## config.mk

```make
export PLATFORM = sky130hd
export DESIGN_NAME = dtmf_pin_relay_controller
export DESIGN_NICKNAME = d
export VERILOG_FILES = /design/src/rtl/dpr_pkg.sv /design/src/rtl/dpr_cfg_regs.sv /design/src/rtl/dpr_core.sv /design/src/rtl/dpr_res_fifo.sv /design/src/rtl/dtmf_pin_relay_controller.sv
export SDC_FILE = /design/constraint.sdc
export NUM_CORES = 1
export LEC_CHECK = 0
export CELL_PAD_IN_SITES_DETAIL_PLACEMENT = 1
export CELL_PAD_IN_SITES_GLOBAL_PLACEMENT = 2
export CORE_ASPECT_RATIO = 0.5
export CORE_UTILIZATION = 35
export DETAILED_ROUTE_END_ITERATION = 10
export DONT_BUFFER_PORTS = 1
export HOLD_SLACK_MARGIN = 0.08
export PLACE_DENSITY = 0.79
export SLEW_MARGIN = 20
export SYNTH_ARGS = -nofsm -noshare
export SYNTH_HDL_FRONTEND = slang
export SYNTH_SLANG_ARGS = --single-unit
```

## constraint.sdc

```tcl
create_clock -name clk -period 9.6 [get_ports clk]
set_input_delay 1.92 -clock clk [delete_from_list [all_inputs] [get_ports clk]]
set_output_delay 1.92 -clock clk [all_outputs]
set_load 0.03 [all_outputs]
```

## src/rtl/dpr_pkg.sv

```systemverilog
package dpr_pkg;

    localparam int RELAYS = 10;
    localparam int PIN_NIBBLES = 4;
    localparam int MAX_PIN_DIGITS = 4;
    localparam int PIN_CAP = (MAX_PIN_DIGITS < PIN_NIBBLES) ? MAX_PIN_DIGITS : PIN_NIBBLES;

    localparam int RES_DEPTH = 4;
    localparam int RES_PTR_W = 2;
    localparam int RES_CNT_W = 3;
    localparam int MAX_RESULTS = 3;

    localparam logic CMD_TICK = 1'b0;
    localparam logic CMD_KEY  = 1'b1;

    localparam logic [3:0] KEY_HASH = 4'd10;
    localparam logic [3:0] KEY_LAST_DIGIT = 4'd9;
    localparam logic [3:0] KEY_NONE = 4'd15;

    localparam logic [2:0] TONE_NONE     = 3'd0;
    localparam logic [2:0] TONE_OK       = 3'd1;
    localparam logic [2:0] TONE_ERROR    = 3'd2;
    localparam logic [2:0] TONE_NO_RELAY = 3'd3;
    localparam logic [2:0] TONE_WELCOME  = 3'd4;
    localparam logic [2:0] TONE_WARNING  = 3'd5;
    localparam logic [2:0] TONE_ASK_CODE = 3'd6;

    localparam logic [2:0] CFG_KEYS_WITH_RELAY = 3'd0;
    localparam logic [2:0] CFG_WHITELIST_KEYS  = 3'd1;
    localparam logic [2:0] CFG_CALL_TIMEOUT    = 3'd2;
    localparam logic [2:0] CFG_RELAY_PULSE     = 3'd3;
    localparam logic [2:0] CFG_PIN_LENGTHS     = 3'd4;
    localparam logic [2:0] CFG_PIN_DIGITS_0_3  = 3'd5;
    localparam logic [2:0] CFG_PIN_DIGITS_4_7  = 3'd6;
    localparam logic [2:0] CFG_PIN_DIGITS_8_9  = 3'd7;

    localparam logic [19:0] WARN_LEAD_MS = 20'd2000;
    localparam logic [19:0] TIMEOUT_RESET = 20'd30000;
    localparam logic [15:0] PULSE_RESET = 16'd1000;

    typedef struct packed {
        logic       command;
        logic [3:0] key_code;
        logic       call_busy;
        logic       call_connected;
        logic       caller_whitelisted;
    } dpr_in_t;

    typedef struct packed {
        logic [2:0] tone;
        logic [9:0] relay_outputs;
        logic       hang_up;
        logic       last;
    } dpr_out_t;

    typedef struct packed {
        logic [9:0]   keys_with_relay;
        logic [9:0]   whitelist_keys;
        logic [19:0]  call_timeout_ms;
        logic [15:0]  relay_pulse_ms;
        logic [29:0]  pin_lengths;
        logic [159:0] pin_words;
    } dpr_cfg_t;

    typedef struct packed {
        logic [1:0]                   count;
        dpr_out_t [MAX_RESULTS-1:0]   item;
    } dpr_push_t;

endpackage

```

## src/rtl/dpr_cfg_regs.sv

```systemverilog
module dpr_cfg_regs (
    input  logic            clk,
    input  logic            rst_n,
    input  logic            cfg_write,
    input  logic [2:0]      cfg_index,
    input  logic [63:0]     cfg_data,
    output dpr_pkg::dpr_cfg_t cfg
);
    import dpr_pkg::*;

    dpr_cfg_t cfg_reg;

    always_ff @(posedge clk or negedge rst_n)
    begin
        if (!rst_n)
        begin
            cfg_reg.keys_with_relay <= '0;
            cfg_reg.whitelist_keys  <= '0;
            cfg_reg.call_timeout_ms <= TIMEOUT_RESET;
            cfg_reg.relay_pulse_ms  <= PULSE_RESET;
            cfg_reg.pin_lengths     <= '0;
            cfg_reg.pin_words       <= '0;
        end
        else if (cfg_write)
        begin
            unique case (cfg_index)
                CFG_KEYS_WITH_RELAY: cfg_reg.keys_with_relay <= cfg_data[9:0];
                CFG_WHITELIST_KEYS:  cfg_reg.whitelist_keys  <= cfg_data[9:0];
                CFG_CALL_TIMEOUT:    cfg_reg.call_timeout_ms <= cfg_data[19:0];
                CFG_RELAY_PULSE:     cfg_reg.relay_pulse_ms  <= cfg_data[15:0];
                CFG_PIN_LENGTHS:     cfg_reg.pin_lengths     <= cfg_data[29:0];
                CFG_PIN_DIGITS_0_3:  cfg_reg.pin_words[63:0]    <= cfg_data;
                CFG_PIN_DIGITS_4_7:  cfg_reg.pin_words[127:64]  <= cfg_data;
                CFG_PIN_DIGITS_8_9:  cfg_reg.pin_words[159:128] <= cfg_data[31:0];
                default: ;
            endcase
        end
    end

    assign cfg = cfg_reg;

endmodule

```

## src/rtl/dpr_core.sv

```systemverilog
module dpr_core #(
    parameter int NUM_KEYS = 10
) (
    input  logic               clk,
    input  logic               rst_n,
    input  logic               in_xfer,
    input  dpr_pkg::dpr_in_t   in_item,
    input  dpr_pkg::dpr_cfg_t  cfg,
    output dpr_pkg::dpr_push_t push
);
    import dpr_pkg::*;

    localparam logic [3:0] NUM_KEYS_C = 4'(NUM_KEYS);

    logic        in_call_reg;
    logic [19:0] idle_reg, idle_next;
    logic        warn_reg, warn_next;
    logic        start_done_reg, start_done_next;
    logic [3:0]  pending_reg, pending_next;
    logic [15:0] digits_reg, digits_next;
    logic [2:0]  count_reg, count_next;
    logic [9:0]  active_reg, active_next;
    logic [15:0] elapsed_reg [NUM_KEYS];
    logic [15:0] elapsed_next [NUM_KEYS];

    logic        clear;
    logic        entering;
    logic        is_key;
    logic [3:0]  key;
    logic [19:0] c_idle;
    logic        c_warn;
    logic        c_start;
    logic [3:0]  c_pending;
    logic [15:0] c_digits;
    logic [2:0]  c_count;
    logic [19:0] thr;
    logic [19:0] idle_tick;

    logic [3:0]  pin_key;
    logic [2:0]  len_raw;
    logic [2:0]  pin_len;
    logic [15:0] pin_word;
    logic [15:0] digits_add;
    logic [2:0]  count_inc;
    logic        pin_match;

    logic [2:0]  key_tone;
    logic        fire;
    logic [3:0]  fire_key;

    logic [2:0]  ev_valid;
    logic [2:0]  ev_tone [3];
    logic        ev_hang [3];
    logic [1:0]  n;
    dpr_out_t    slot [3];

    assign is_key   = (in_item.command == CMD_KEY);
    assign key      = in_item.key_code;
    assign clear    = in_item.call_busy ^ in_call_reg;
    assign entering = in_item.call_busy && !in_call_reg;

    assign c_idle    = clear ? '0 : idle_reg;
    assign c_warn    = clear ? 1'b0 : warn_reg;
    assign c_start   = clear ? 1'b0 : start_done_reg;
    assign c_pending = clear ? KEY_NONE : pending_reg;
    assign c_digits  = clear ? '0 : digits_reg;
    assign c_count   = clear ? '0 : count_reg;

    assign thr = (cfg.call_timeout_ms >= WARN_LEAD_MS) ? cfg.call_timeout_ms - WARN_LEAD_MS : '0;
    assign idle_tick = (!entering && (c_idle != '1)) ? c_idle + 20'd1 : c_idle;

    assign pin_key  = (c_pending < NUM_KEYS_C) ? c_pending : key;
    assign len_raw  = cfg.pin_lengths[3*pin_key +: 3];
    assign pin_len  = (len_raw > 3'(PIN_CAP)) ? 3'(PIN_CAP) : len_raw;
    assign pin_word = cfg.pin_words[16*pin_key +: 16];
    assign count_inc = c_count + 3'd1;

    always_comb
    begin
        digits_add = c_digits;
        if (c_count < 3'(PIN_NIBBLES))
        begin
            digits_add[4*c_count[1:0] +: 4] = c_digits[4*c_count[1:0] +: 4] | key;
        end
    end

    always_comb
    begin
        pin_match = (count_inc == pin_len);
        for (int i = 0; i < PIN_NIBBLES; i++)
        begin
            if ((3'(i) < pin_len) && (digits_add[4*i +: 4] != pin_word[4*i +: 4]))
            begin
                pin_match = 1'b0;
            end
        end
    end

    always_comb
    begin
        idle_next       = c_idle;
        warn_next       = c_warn;
        start_done_next = c_start;
        pending_next    = c_pending;
        digits_next     = c_digits;
        count_next      = c_count;
        key_tone        = TONE_NONE;
        fire            = 1'b0;
        fire_key        = key;
        ev_valid        = '0;
        ev_tone[0] = TONE_WELCOME;
        ev_tone[1] = TONE_NONE;
        ev_tone[2] = TONE_NONE;
        ev_hang[0] = 1'b0;
        ev_hang[1] = 1'b0;
        ev_hang[2] = 1'b0;
        if (in_item.call_busy)
        begin
            if (in_item.call_connected && !c_start)
            begin
                ev_valid[0]     = 1'b1;
                start_done_next = 1'b1;
            end
            if (is_key)
            begin
                idle_next = '0;
                warn_next = 1'b0;
                if (in_item.call_connected)
                begin
                    if (key == KEY_HASH)
                    begin
                        ev_valid[1] = 1'b1;
                        ev_hang[1]  = 1'b1;
                    end
                    else if (key <= KEY_LAST_DIGIT)
                    begin
                        if (c_pending < NUM_KEYS_C)
                        begin
                            digits_next = digits_add;
                            count_next  = count_inc;
                            if (count_inc >= pin_len)
                            begin
                                if (!pin_match)
                                begin
                                    key_tone = TONE_ERROR;
                                end
                                else if (cfg.keys_with_relay[c_pending])
                                begin
                                    fire     = 1'b1;
                                    fire_key = c_pending;
                                    key_tone = TONE_OK;
                                end
                                pending_next = KEY_NONE;
                                digits_next  = '0;
                                count_next   = '0;
                            end
                        end
                        else if ((key >= NUM_KEYS_C) || !cfg.keys_with_relay[key])
                        begin
                            key_tone = TONE_NO_RELAY;
                        end
                        else if (cfg.whitelist_keys[key] && !in_item.caller_whitelisted)
                        begin
                            key_tone = TONE_ERROR;
                        end
                        else if (pin_len != 3'd0)
                        begin
                            pending_next = key;
                            digits_next  = '0;
                            count_next   = '0;
                            key_tone     = TONE_ASK_CODE;
                        end
                        else
                        begin
                            fire     = 1'b1;
                            key_tone = TONE_OK;
                        end
                        ev_valid[1] = (key_tone != TONE_NONE);
                        ev_tone[1]  = key_tone;
                    end
                end
            end
            else
            begin
                idle_next = idle_tick;
                if (in_item.call_connected && (idle_tick > thr) && !c_warn)
                begin
                    ev_valid[1] = 1'b1;
                    ev_tone[1]  = TONE_WARNING;
                    warn_next   = 1'b1;
                end
                if (idle_tick > cfg.call_timeout_ms)
                begin
                    ev_valid[2] = 1'b1;
                    ev_hang[2]  = 1'b1;
                end
            end
        end
    end

    always_comb
    begin
        active_next = active_reg;
        for (int i = 0; i < NUM_KEYS; i++)
        begin
            elapsed_next[i] = elapsed_reg[i];
            if (fire && (fire_key == 4'(i)))
            begin
                active_next[i]  = 1'b1;
                elapsed_next[i] = '0;
            end
            if (active_next[i])
            begin
                if (!is_key && (elapsed_next[i] != '1))
                begin
                    elapsed_next[i] = elapsed_next[i] + 16'd1;
                end
                if (elapsed_next[i] >= cfg.relay_pulse_ms)
                begin
                    active_next[i] = 1'b0;
                end
            end
        end
    end

    always_comb
    begin
        n = '0;
        for (int j = 0; j < 3; j++)
        begin
            slot[j].tone          = TONE_NONE;
            slot[j].relay_outputs = active_next;
            slot[j].hang_up       = 1'b0;
            slot[j].last          = 1'b0;
        end
        for (int j = 0; j < 3; j++)
        begin
            if (ev_valid[j])
            begin
                slot[n].tone    = ev_tone[j];
                slot[n].hang_up = ev_hang[j];
                n = n + 2'd1;
            end
        end
        if (n == 2'd0)
        begin
            n = 2'd1;
        end
        slot[n - 2'd1].last = 1'b1;
    end

    always_comb
    begin
        push.count = in_xfer ? n : 2'd0;
        for (int j = 0; j < 3; j++)
        begin
            push.item[j] = slot[j];
        end
    end

    always_ff @(posedge clk or negedge rst_n)
    begin
        if (!rst_n)
        begin
            in_call_reg    <= 1'b0;
            idle_reg       <= '0;
            warn_reg       <= 1'b0;
            start_done_reg <= 1'b0;
            pending_reg    <= KEY_NONE;
            digits_reg     <= '0;
            count_reg      <= '0;
            active_reg     <= '0;
            for (int i = 0; i < NUM_KEYS; i++)
            begin
                elapsed_reg[i] <= '0;
            end
        end
        else if (in_xfer)
        begin
            in_call_reg    <= in_item.call_busy;
            idle_reg       <= idle_next;
            warn_reg       <= warn_next;
            start_done_reg <= start_done_next;
            pending_reg    <= pending_next;
            digits_reg     <= digits_next;
            count_reg      <= count_next;
            active_reg     <= active_next;
            for (int i = 0; i < NUM_KEYS; i++)
            begin
                elapsed_reg[i] <= elapsed_next[i];
            end
        end
    end

endmodule

```

## src/rtl/dpr_res_fifo.sv

```systemverilog
module dpr_res_fifo (
    input  logic               clk,
    input  logic               rst_n,
    input  dpr_pkg::dpr_push_t push,
    output logic               room,
    output logic               out_valid,
    input  logic               out_stall,
    output dpr_pkg::dpr_out_t  out_data
);
    import dpr_pkg::*;

    dpr_out_t             mem [RES_DEPTH];
    logic [RES_PTR_W-1:0] wr_ptr_reg;
    logic [RES_PTR_W-1:0] rd_ptr_reg;
    logic [RES_CNT_W-1:0] fill_reg;
    logic                 pop;

    assign out_valid = (fill_reg != '0);
    assign pop       = out_valid && !out_stall;
    assign out_data  = mem[rd_ptr_reg];
    assign room      = (fill_reg <= RES_CNT_W'(RES_DEPTH - MAX_RESULTS));

    always_ff @(posedge clk)
    begin
        for (int j = 0; j < MAX_RESULTS; j++)
        begin
            if (2'(j) < push.count)
            begin
                mem[wr_ptr_reg + RES_PTR_W'(j)] <= push.item[j];
            end
        end
    end

    always_ff @(posedge clk or negedge rst_n)
    begin
        if (!rst_n)
        begin
            wr_ptr_reg <= '0;
            rd_ptr_reg <= '0;
            fill_reg   <= '0;
        end
        else
        begin
            wr_ptr_reg <= wr_ptr_reg + RES_PTR_W'(push.count);
            rd_ptr_reg <= rd_ptr_reg + RES_PTR_W'(pop);
            fill_reg   <= fill_reg + RES_CNT_W'(push.count) - RES_CNT_W'(pop);
        end
    end

endmodule

```

## src/rtl/dtmf_pin_relay_controller.sv

```systemverilog
// Channel   Direction  Payload     Transfer when
// in        input      dpr_in_t    in_valid && !in_stall
// out       output     dpr_out_t   out_valid && !out_stall
// cfg       input      64-bit data cfg_write (index selects the register)
//
// Each input item is decided in the cycle of its transfer and yields one to three
// results, which are written into a four-entry result queue at the transfer edge.
// The output side delivers one result per cycle while out_stall is low; a one-result item can then follow every cycle.
// Input stalls while fewer than three queue entries are free.
// Reset clears call state, relay timers and the queue; registers take their reset values.
module dtmf_pin_relay_controller #(
    parameter int NUM_KEYS = 10
) (
    input  logic              clk,
    input  logic              rst_n,
    input  logic              in_valid,
    output logic              in_stall,
    input  dpr_pkg::dpr_in_t  in_data,
    output logic              out_valid,
    input  logic              out_stall,
    output dpr_pkg::dpr_out_t out_data,
    input  logic              cfg_write,
    input  logic [2:0]        cfg_index,
    input  logic [63:0]       cfg_data
);
    import dpr_pkg::*;

    dpr_cfg_t  cfg;
    dpr_push_t push;
    logic      room;
    logic      in_xfer;

    assign in_stall = !room;
    assign in_xfer  = in_valid && room;

    dpr_cfg_regs u_cfg (
        .clk       (clk),
        .rst_n     (rst_n),
        .cfg_write (cfg_write),
        .cfg_index (cfg_index),
        .cfg_data  (cfg_data),
        .cfg       (cfg)
    );

    dpr_core #(
        .NUM_KEYS (NUM_KEYS)
    ) u_core (
        .clk     (clk),
        .rst_n   (rst_n),
        .in_xfer (in_xfer),
        .in_item (in_data),
        .cfg     (cfg),
        .push    (push)
    );

    dpr_res_fifo u_fifo (
        .clk       (clk),
        .rst_n     (rst_n),
        .push      (push),
        .room      (room),
        .out_valid (out_valid),
        .out_stall (out_stall),
        .out_data  (out_data)
    );

endmodule
```

-- Yosys cells after proc, flatten, opt, wreduce, memory -nomap -nowiden
Memories as Yosys holds them, arrays and structs flattened.
Cells that the tools add are included.
- eq/ne operators: 33
- shifts and indexed selects: 5
- bitwise gates (word level): 5
- $add $sub $neg: 23
- reductions and logical operators: 59
- multipliers: 1
- mux-type cells: 210
- magnitude comparators: 35
- operators by type and width (cell ; number):
    $mux 16 ; 52
    $bwmux 45 ; 5
    $add 16x1->16 const B ; 10
    $ge 16x16->1 ; 10
    $ne 16x16->1 const B ; 10
    $shiftx 160x9->16 ; 1
    $demux 15 s2 ; 5
    $mux 20 ; 5
    $mux 3 ; 31
    $mux 45 ; 2
    $mux 4 ; 21
    $mux 1 ; 76
    $gt 20x20->1 ; 2
    $logic_and 1x1->1 ; 35
    $neg 4->34 ; 1
    $shift 4x34->16 const A ; 1
    $shiftx 4x34->16 ; 1
    $mux 15 ; 2
    $shiftx 30x7->3 ; 1
    $add 20x1->20 const B ; 1
    $ge 20x11->1 const B ; 1
    $ne 20x20->1 const B ; 1
    $sub 20x11->20 const B ; 1
    $bwmux 16 ; 1
    other kinds (47) ; 95
- memory bits (writable): 60
- logic and storage cells: 401
- bits in registers: 469
- output and inout port bits: 17
- memories kept: 1
- memories (memory ; depth ; bits a word ; rd ports ; clocked after memory_dff ; wr ports ; RTL line ; text):
    u_fifo.mem ; 4 ; 15 ; 1 ; 0 ; 3 ; dpr_res_fifo.sv:12 ; dpr_out_t mem [RES_DEPTH];

-- Longest topological paths before layout
Gate-level depths: netlist (run 1).
- depth in word-level cells: 42
- mapped depth: 49
- gate-level depth less buffers: 41

-- Modules after synthesis
A second synthesis (run 1) with hierarchy kept.
- cells, all modules: 3908
- area, all modules: 36550.1 um^2
- modules (own cells, without submodules) (module ; seq. area each (um^2) ; cells an instance ; area an instance (um^2) ; times used):
    dpr_core ; 5410.2 ; 2982 ; 23398.7 ; 1
    dpr_cfg_regs ; 6172.2 ; 525 ; 9232.6 ; 1
    dpr_res_fifo ; 1976.9 ; 399 ; 3908.7 ; 1
    dtmf_pin_relay_controller ; 0.0 ; 2 ; 10.0 ; 1

-- Least setup slack after synthesis (run 1)
No wires, ideal clock.
- kind: input-to-reg
- from: input in_data[2] (netlist bit)
- to: memory u_fifo.mem[0][8] (netlist bit) (data pin)
- arrival time: 10.121 ns
- path slack: -0.687 ns
- buffers on the path: 6
- setup time: 0.167 ns
- required time: 9.433 ns
- cell stages on the path: 42
- cells stage by stage: ha_1 buf_4 nand2_1 ha_1 or4b_1 o32ai_2 a2bb2oi_2 or4b_1 nand3_1 o211ai_1 a211o_1 o21ai_4 nand4_2 mux2_4 and4_1 buf_6 buf_4 buf_2 [... 6 more ...] nor3_1 nor2_1 clkbuf_1 xnor2_1 ha_1 nand2b_1 a21o_1 a21o_1 a21o_1 a21o_1 a21oi_1 nor2b_1 o21ai_0 nand2b_1 a21oi_1 o21ai_0 a221o_1 nor2_1
- RTL lines (item ; RTL line ; text):
    start: declaration ; dtmf_pin_relay_controller.sv:18 ; input dpr_pkg::dpr_in_t in_data,
    end: declaration ; dpr_res_fifo.sv:12 ;

==> out/results.txt, run 1 <==
Result of the run: finished with violations
Violated checks: max-slew violations
Hold Path Origin: u_core.warn_reg
Power density over the cells: 194 nW/um^2
Synth Warn #: 0
Layout area overhead: 12.7%
Synth cell types: 101
Worst setup path startpoint: in_data[2]
Buffer and inverter count on the worst path: 3
Global-route layer with the greatest usage: met2
Multi-input gate area in the final layout: 20900 um^2
Detail-routed via count per cell: 5.75
Kind of end point of the critical path: register
Floorplan die height: 228 um
Area of the core region: 101000 um^2
Primary FF master, synth: dfrtp_1
Largest area contributor in the synthesized netlist: dfrtp_1
RR Startpoint: u_core.in_call_reg
Final hold violation count: 0
Largest clock skew in the final design: 58.6 ps
Count of pins over their slew limit: 433
Clock Pin Slew Worst Setup and Hold Paths: 70 ps
Clock period minus final worst setup slack: 9170 ps
Wirelength per Cell: 22.4 um
Critical path's slowest cell: or4b_1
Count of mapped cells out of synthesis: 3787
Clock latency at the later pin of the worst-skew pair: 670 ps
Number of nets with antenna violations after routing: 0
Total number of vias: 30.1k
Logic depth of the worst setup path including buffers: 39
Number of cells traversed by the worst register-to-register path: 40
CTS Hold Buffers Added: 0
Path class of the lowest-slack min-delay path: register to register
Number of port buffers: 0
Clock tree from TritonCTS: built
Wire length of the first global-routing pass: 184000 um
Pin slew with the least headroom to its limit: 3250 ps
Met3 global-route usage: 0.0282
TritonCTS sink count: 529
Worst vdd rail ir drop: 0.000170 V
Required arrival time at the worst endpoint: 10080 ps
Site Rows: 82
Final-layout setup total negative slack: 0 ps
Cell at the root of the clock tree: clkbuf_16
Horizontal die dimension: 453 um
Normalized max-slew margin: -1.16
CTS Buffer Depth: 3
Global-route usage over all layers: 0.227
Most common cell after layout, fill and taps aside: dfrtp_1
Critical Path Source Type: input pin
Layout filler cell count: 11.5k
Grt ovf: 0
GP Congestion: 0.896
Final net count: 4160
Critical path class: input pin to register
Peak per-stage delay on the critical path: 570 ps
Setup repair after global routing missed its margin: false
Critical Path Most Common Cell: a21o_1
Leakage: 17.8 nW
Number of CTS-inserted buffers: 56
Cell types occupying the most area after synthesis: dfrtp_1, ha_1, mux2_2, edfxtp_1, nand2_1
Max H-tree Level: 2
Worst endpoint data arrival time: 9640 ps
Total standard cell area after synthesis: 35600 um^2
Count of endpoints failing setup in the final report: 0
Commonest cells after routing, fill and taps aside: dfrtp_1, nand2_1, nor2_1, mux2_2, ha_1
Maximum number of pins on one net before global-route repair: 470
FF/Latch Area: 13600 um^2
Final-layout worst hold slack: 483 ps
Share of flip-flops with an asynchronous set or reset after synthesis: 0.887
Final HPWL from detailed placement: 80800 um
Worst hold stages: 2
Number of global-route vias before repair: 30.9k
DRC errors left: 0
Seq cells post-synth: 529
Fraction of layout instances using a drive strength above 1: 0.172
Category of cells accounting for the largest share of critical-path delay: compound AO/OA/AOI/OAI gates
Die Area: 103000 um^2
Iteration-0 DRC Markers: 1832
Number of iterations in the first detailed-routing pass: 5
Top cell type's share of synthesized area: 0.318
Portion of the post-synthesis area used by sequential elements: 0.381
Number of antenna violations at the first check in global routing: 1
Post-synth EDFFs: 60
Wire length after detailed routing: 118000 um
Worst Path Max Fanout: 22
Share of the core filled with cells in the final layout: 0.399
Avg Synthesized Cell Area: 9.41 um^2
Fin crit share: 0.955
Number of top-level design ports: 97
Starting density of the core: 0.354
Met1 Use GR: 0.315
Synthesized net count: 4100
Grt met2 use: 0.372
Max Fclk: 0.109 GHz
Number of flip-flops under the largest register name: 246
Max-Cap Viols: 0
## report_power, final
part           switching, mW  internal, mW
clock network           1.01          1.28
logic                   1.56          1.05
registers              0.279          2.59
## cell families (layout without fill, tap and decap cells)
group | after synthesis | after routing | share of synthesized area
AOI/OAI and AO/OA | 860 | 860 | 0.161
xor gates and xnor gates | 167 | 167 | 0.0411
adders and majority gates | 233 | 233 | 0.0823
buffers and inverters | 320 | 426 | 0.0382
DFF | 529 | 529 | 0.381
muxes | 358 | 358 | 0.118
other | 0 | 2 | 0
and+or+nand+nor | 1320 | 1320 | 0.179
## area by class of cell
class / count / share of cell area
multi-input combinational: 2938 / 0.521
sequential: 529 / 0.338
timing repair buffer: 218 / 0.0421
tap: 1344 / 0.0419
clock buffer: 76 / 0.0388
inverter: 104 / 0.00973
clock inverter: 28 / 0.00807
antenna: 2 / 0.000125
## path summary, 6_finish.rpt
kind | to | slack (ps)
max in group asynchronous | u_core.elapsed_reg[103] | 6060
min in group asynchronous | u_core.elapsed_reg[153] | 1080
min | u_core.warn_reg | 480
min reg2reg | u_core.warn_reg | 480
max reg2reg | u_fifo.mem[2][11] | 1300
max | u_fifo.mem[2][11] | 430
## metal layers
metal	share of wire	vias to the layer above	wire (um)
met4	0.025	0	2900
met2	0.46	586	54300
met1	0.47	15400	55600
li1	-	13900	-
met3	0.041	167	4790
met5	0	-	0
## repair_timing
item,in CTS,in global routing
hold endpoints to repair,0,0
resized for setup,0,15
setup endpoints to repair,0,26
buffers inserted,0,3
## worst register-to-register path: cells and delay by family, from the launching register on
family                   cells  cell delay, ps
AO/OA/AOI/OAI               17            3290
multiplexers                 1             250
AND/OR/NAND/NOR             13            2470
flip-flops                   1             330
XOR/XNOR                     1             160
adder cells (fa/ha/maj)      4            1020
buffers and inverters        4             600
## stage by stage
stage / setup WS (ps) / cell area [um^2] / power [mW] / instances
floorplan: -2.99 / 35800 / 4.56 / 3787
global placement: -36.5 / 38200 / 5.38 / 5130
detailed placement: -273 / 38200 / 5.48 / 5130
CTS: 379 / 40100 / 7.81 / 5234
global route: 8.97 / 40100 / 8.17 / 5237
finish: 434 / 40100 / 7.77 / 5239
## synthesized netlist by cell type, types with 23 or more instances
library cell	instances
mux2i_1	87
a21oi_1	179
nand4_1	65
nand2_1	405
a22o_1	65
a31oi_1	42
edfxtp_1	60
mux2_2	246
nand3_1	142
ha_1	231
xor2_1	83
nor2b_1	38
mux4_2	23
o211ai_1	23
nor2_1	301
o21ai_1	27
and2_1	41
clkbuf_1	140
a21o_1	110
xnor2_1	84
or3_1	25
o21ai_0	198
and3_1	72
nor3_1	87
dfrtp_1	452
buf_2	37
inv_1	103
nand2b_1	46
Note: power is estimated with default switching activity, not from simulation.
==> inputs of run 2 (changes only) <==
Settings changed: ABC_AREA from default to 1, CORE_UTILIZATION 35 to 37, PLACE_DENSITY 0.79 to 0.91, SYNTH_HIERARCHICAL from default to 1.
==> out/results.txt, run 2 <==
Count of mapped cells out of synthesis: 5812 (+53%)
Synth Warn #: 6 (+6)
Site Rows: 83 (+1.2%)
Number of CTS-inserted buffers: 57 (+1.8%)
Count of pins over their slew limit: 181 (-58%)
Normalized max-slew margin: -0.479 (+0.685)
Clock tree from TritonCTS: built
Largest area contributor in the synthesized netlist: dfrtp_1
Final-layout setup total negative slack: 0 ps (unchanged)
Most used standard cell by instance count after synthesis: nand2_1
Critical path's slowest cell: ha_4
Seq cells post-synth: 529 (unchanged)
Layout area overhead: 11.0%
Number of flip-flops under the largest register name: 246 (unchanged)
Share of flip-flops with an asynchronous set or reset after synthesis: 0.887 (unchanged)
Cell at the root of the clock tree: clkbuf_16
Number of port buffers: 0 (unchanged)
Fraction of layout instances using a drive strength above 1: 0.0903 (-0.0818)
Grt ovf: 0 (unchanged)
Result of the run: finished with violations
Worst vdd rail ir drop: 0.000157 V (-7.4%)
Worst setup timing slack at the placement stage: -331 ps (-58.0 ps)
Number of iterations in the first detailed-routing pass: 8 (+3)
Commonest cells after routing, fill and taps aside: nand2_1, inv_1, nand3_1, dfrtp_1, nor2_1
Cell area after layout: 43400 um^2 (+8.1%)
Number of antenna violations at the first check in global routing: 2 (+1)
Max H-tree Level: 2 (unchanged)
DP Cell Count: 7202 (+40%)
Clock Pin Slew Worst Setup and Hold Paths: 60 ps (about the same)
Critical Path Most Common Cell: nand2_1
CTS Buffer Depth: 3 (unchanged)
Horizontal die dimension: 462 um (+1.9%)
Clock latency at the later pin of the worst-skew pair: 680 ps (about the same)
Pin slew with the least headroom to its limit: 2220 ps (-1030 ps)
Die Area: 107000 um^2 (+3.8%)
Iteration-0 DRC Markers: 2506 (+37%)
Leakage: 22.8 nW (+28%)
Number of inserted diodes: 0 (-2)
Max-Cap Viols: 0 (unchanged)
Portion of the post-synthesis area used by sequential elements: 0.347 (-0.0340)
Global-route usage over all layers: 0.267 (+0.0407)
Reg-to-reg slack, setup: 1520 ps (+220 ps)
Post-layout power: 10.1 mW (+30%)
Max Fclk: 0.112 GHz (+2.9%)
Floorplan die height: 232 um (+1.9%)
Wirelength per Cell: 19.7 um (-12%)
Number of nets with antenna violations after routing: 0 (unchanged)
Post-synth EDFFs: 60 (unchanged)
Final hold violation count: 0 (unchanged)
Peak per-stage delay on the critical path: 310 ps (-260 ps)
Worst Path Max Fanout: 21 (-4.5%)
Most common cell after layout, fill and taps aside: nand2_1
Power density over the cells: 233 nW/um^2 (+20%)
Kind of end point of the critical path: register
Slack of the critical path: 696 ps (+262 ps)
Total standard cell area after synthesis: 39100 um^2 (+9.8%)
TritonCTS sink count: 529 (unchanged)
Largest clock skew in the final design: 33.9 ps (-24.7 ps)
Avg Synthesized Cell Area: 6.73 um^2 (-28%)
Fin crit share: 0.927 (-0.0273)
Critical Path Source Type: input pin
Violated checks: max-slew violations
Starting density of the core: 0.377 (+0.0231)
Total number of vias: 39.2k (+30%)
Number of global-route vias before repair: 40.8k (+32%)
Maximum number of pins on one net before global-route repair: 470 (unchanged)
Number of top-level design ports: 97 (unchanged)
Clock period minus final worst setup slack: 8900 ps (-262 ps)
Final cell count without fillers: 7305 (+39%)
Commonest cells in the synthesized netlist: nand2_1, inv_1, nand3_1
Wire length after detailed routing: 144000 um (+23%)
GP Congestion: 0.913 (+1.9%)
Setup repair after global routing missed its margin: false
Required arrival time at the worst endpoint: 10140 ps (+60 ps)
Synth cell types: 64 (-37%)
Detail-routed via count per cell: 5.36 (-6.7%)
Count of endpoints failing setup in the final report: 0 (unchanged)
Number of cells traversed by the worst register-to-register path: 62 (+55%)
DRC errors left: 0 (unchanged)
Final net count: 6169 (+48%)
Top cell type's share of synthesized area: 0.289 (-0.0283)
Area of the core region: 104000 um^2 (+3.1%)
Primary FF master, synth: dfrtp_1
Worst hold stages: 2 (unchanged)
Path class of the lowest-slack min-delay path: register to register
Share of the core filled with cells in the final layout: 0.419 (+0.0196)
Placed instance area: 41400 um^2 (+8.5%)
Final HPWL from detailed placement: 102000 um (+26%)
Wire length of the first global-routing pass: 227000 um (+23%)
Critical path class: input pin to register
Cell types occupying the most area after synthesis: dfrtp_1, nand2_1, ha_1, nand3_1, inv_1
Final-layout worst hold slack: 472 ps (-10.3 ps)
Worst endpoint data arrival time: 9440 ps (-200 ps)
run 2: changes by cell type after synthesis, moves of 72 or more:
cell     delta
a21o_1    -102
and3_1     -72
inv_1     +459
mux2_2    -246
mux2i_1    -85
nand2_1  +1840
nand3_1   +402
nor2_1    +107
run 2: power breakdown:
part | switching, mW | leakage (nW) | internal, mW
Sequential | 0.352 | 6.54 | 2.72
Clock | 1.04 | 0.909 | 1.30
Combinational | 3.14 | 15.3 | 1.55
run 2: timing repair:
action                                  in CTS  in global routing
setup buffers                                0                  1
endpoints found under the setup margin       0                 39
hold buffers                                 0                  0
gates resized for setup                      0                 17
run 2: worst max-delay path, delay by kind of cell:
kind | cells | cell delay (ps)
simple gates | 33 | 3340
compound gates | 10 | 1550
buf+inv | 14 | 1510
fa+ha+maj | 4 | 1080
run 2: cell families (layout without fill, tap and decap cells):
| kind of cell | Yosys count | after routing | synth area share |
|---|---|---|---|
| other | 1 | 3 | 0.0000959 |
| adder cells (fa/ha/maj) | 229 | 229 | 0.0736 |
| XOR/XNOR | 89 | 89 | 0.0199 |
| flip-flops | 529 | 529 | 0.347 |
| AO/OA/AOI/OAI | 580 | 580 | 0.0862 |
| multiplexers | 2 | 2 | 0.000512 |
| AND/OR/NAND/NOR | 3517 | 3517 | 0.380 |
| buffers and inverters | 865 | 954 | 0.0934 |
run 2: worst paths after layout:
check                                   start                 endpoint
setup / recovery                   in_data[2]         u_fifo/mem[2][8]
hold / removal                 u_cfg/cfg[199]           u_cfg/cfg[199]
setup reg to reg           u_core/in_call_reg         u_fifo/mem[2][8]
hold reg to reg                u_cfg/cfg[199]           u_cfg/cfg[199]
max in group asynchronous               rst_n  u_core/elapsed_reg[125]
min in group asynchronous               rst_n           u_cfg/cfg[221]
run 2: cell type report:
| type | count | area [um^2] |
|---|---|---|
| clock inverter | 23 | 328 |
| fill | 13500 | 60200 |
| inverter | 611 | 2300 |
| sequential | 529 | 13600 |
| timing repair buffer | 241 | 1900 |
| clock buffer | 79 | 1560 |
| multi-input combinational | 4420 | 22000 |
| tap | 1402 | 1750 |
run 2: metal layers:
layer | wire length (um) | up-vias | GRT usage
met1 | 64000 | 19400 | 0.345
met3 | 7170 | 252 | 0.0416
li1 | - | 18700 | -
met5 | 0 | - | 0
met2 | 68700 | 840 | 0.458
met4 | 4300 | 0 | 0.0836
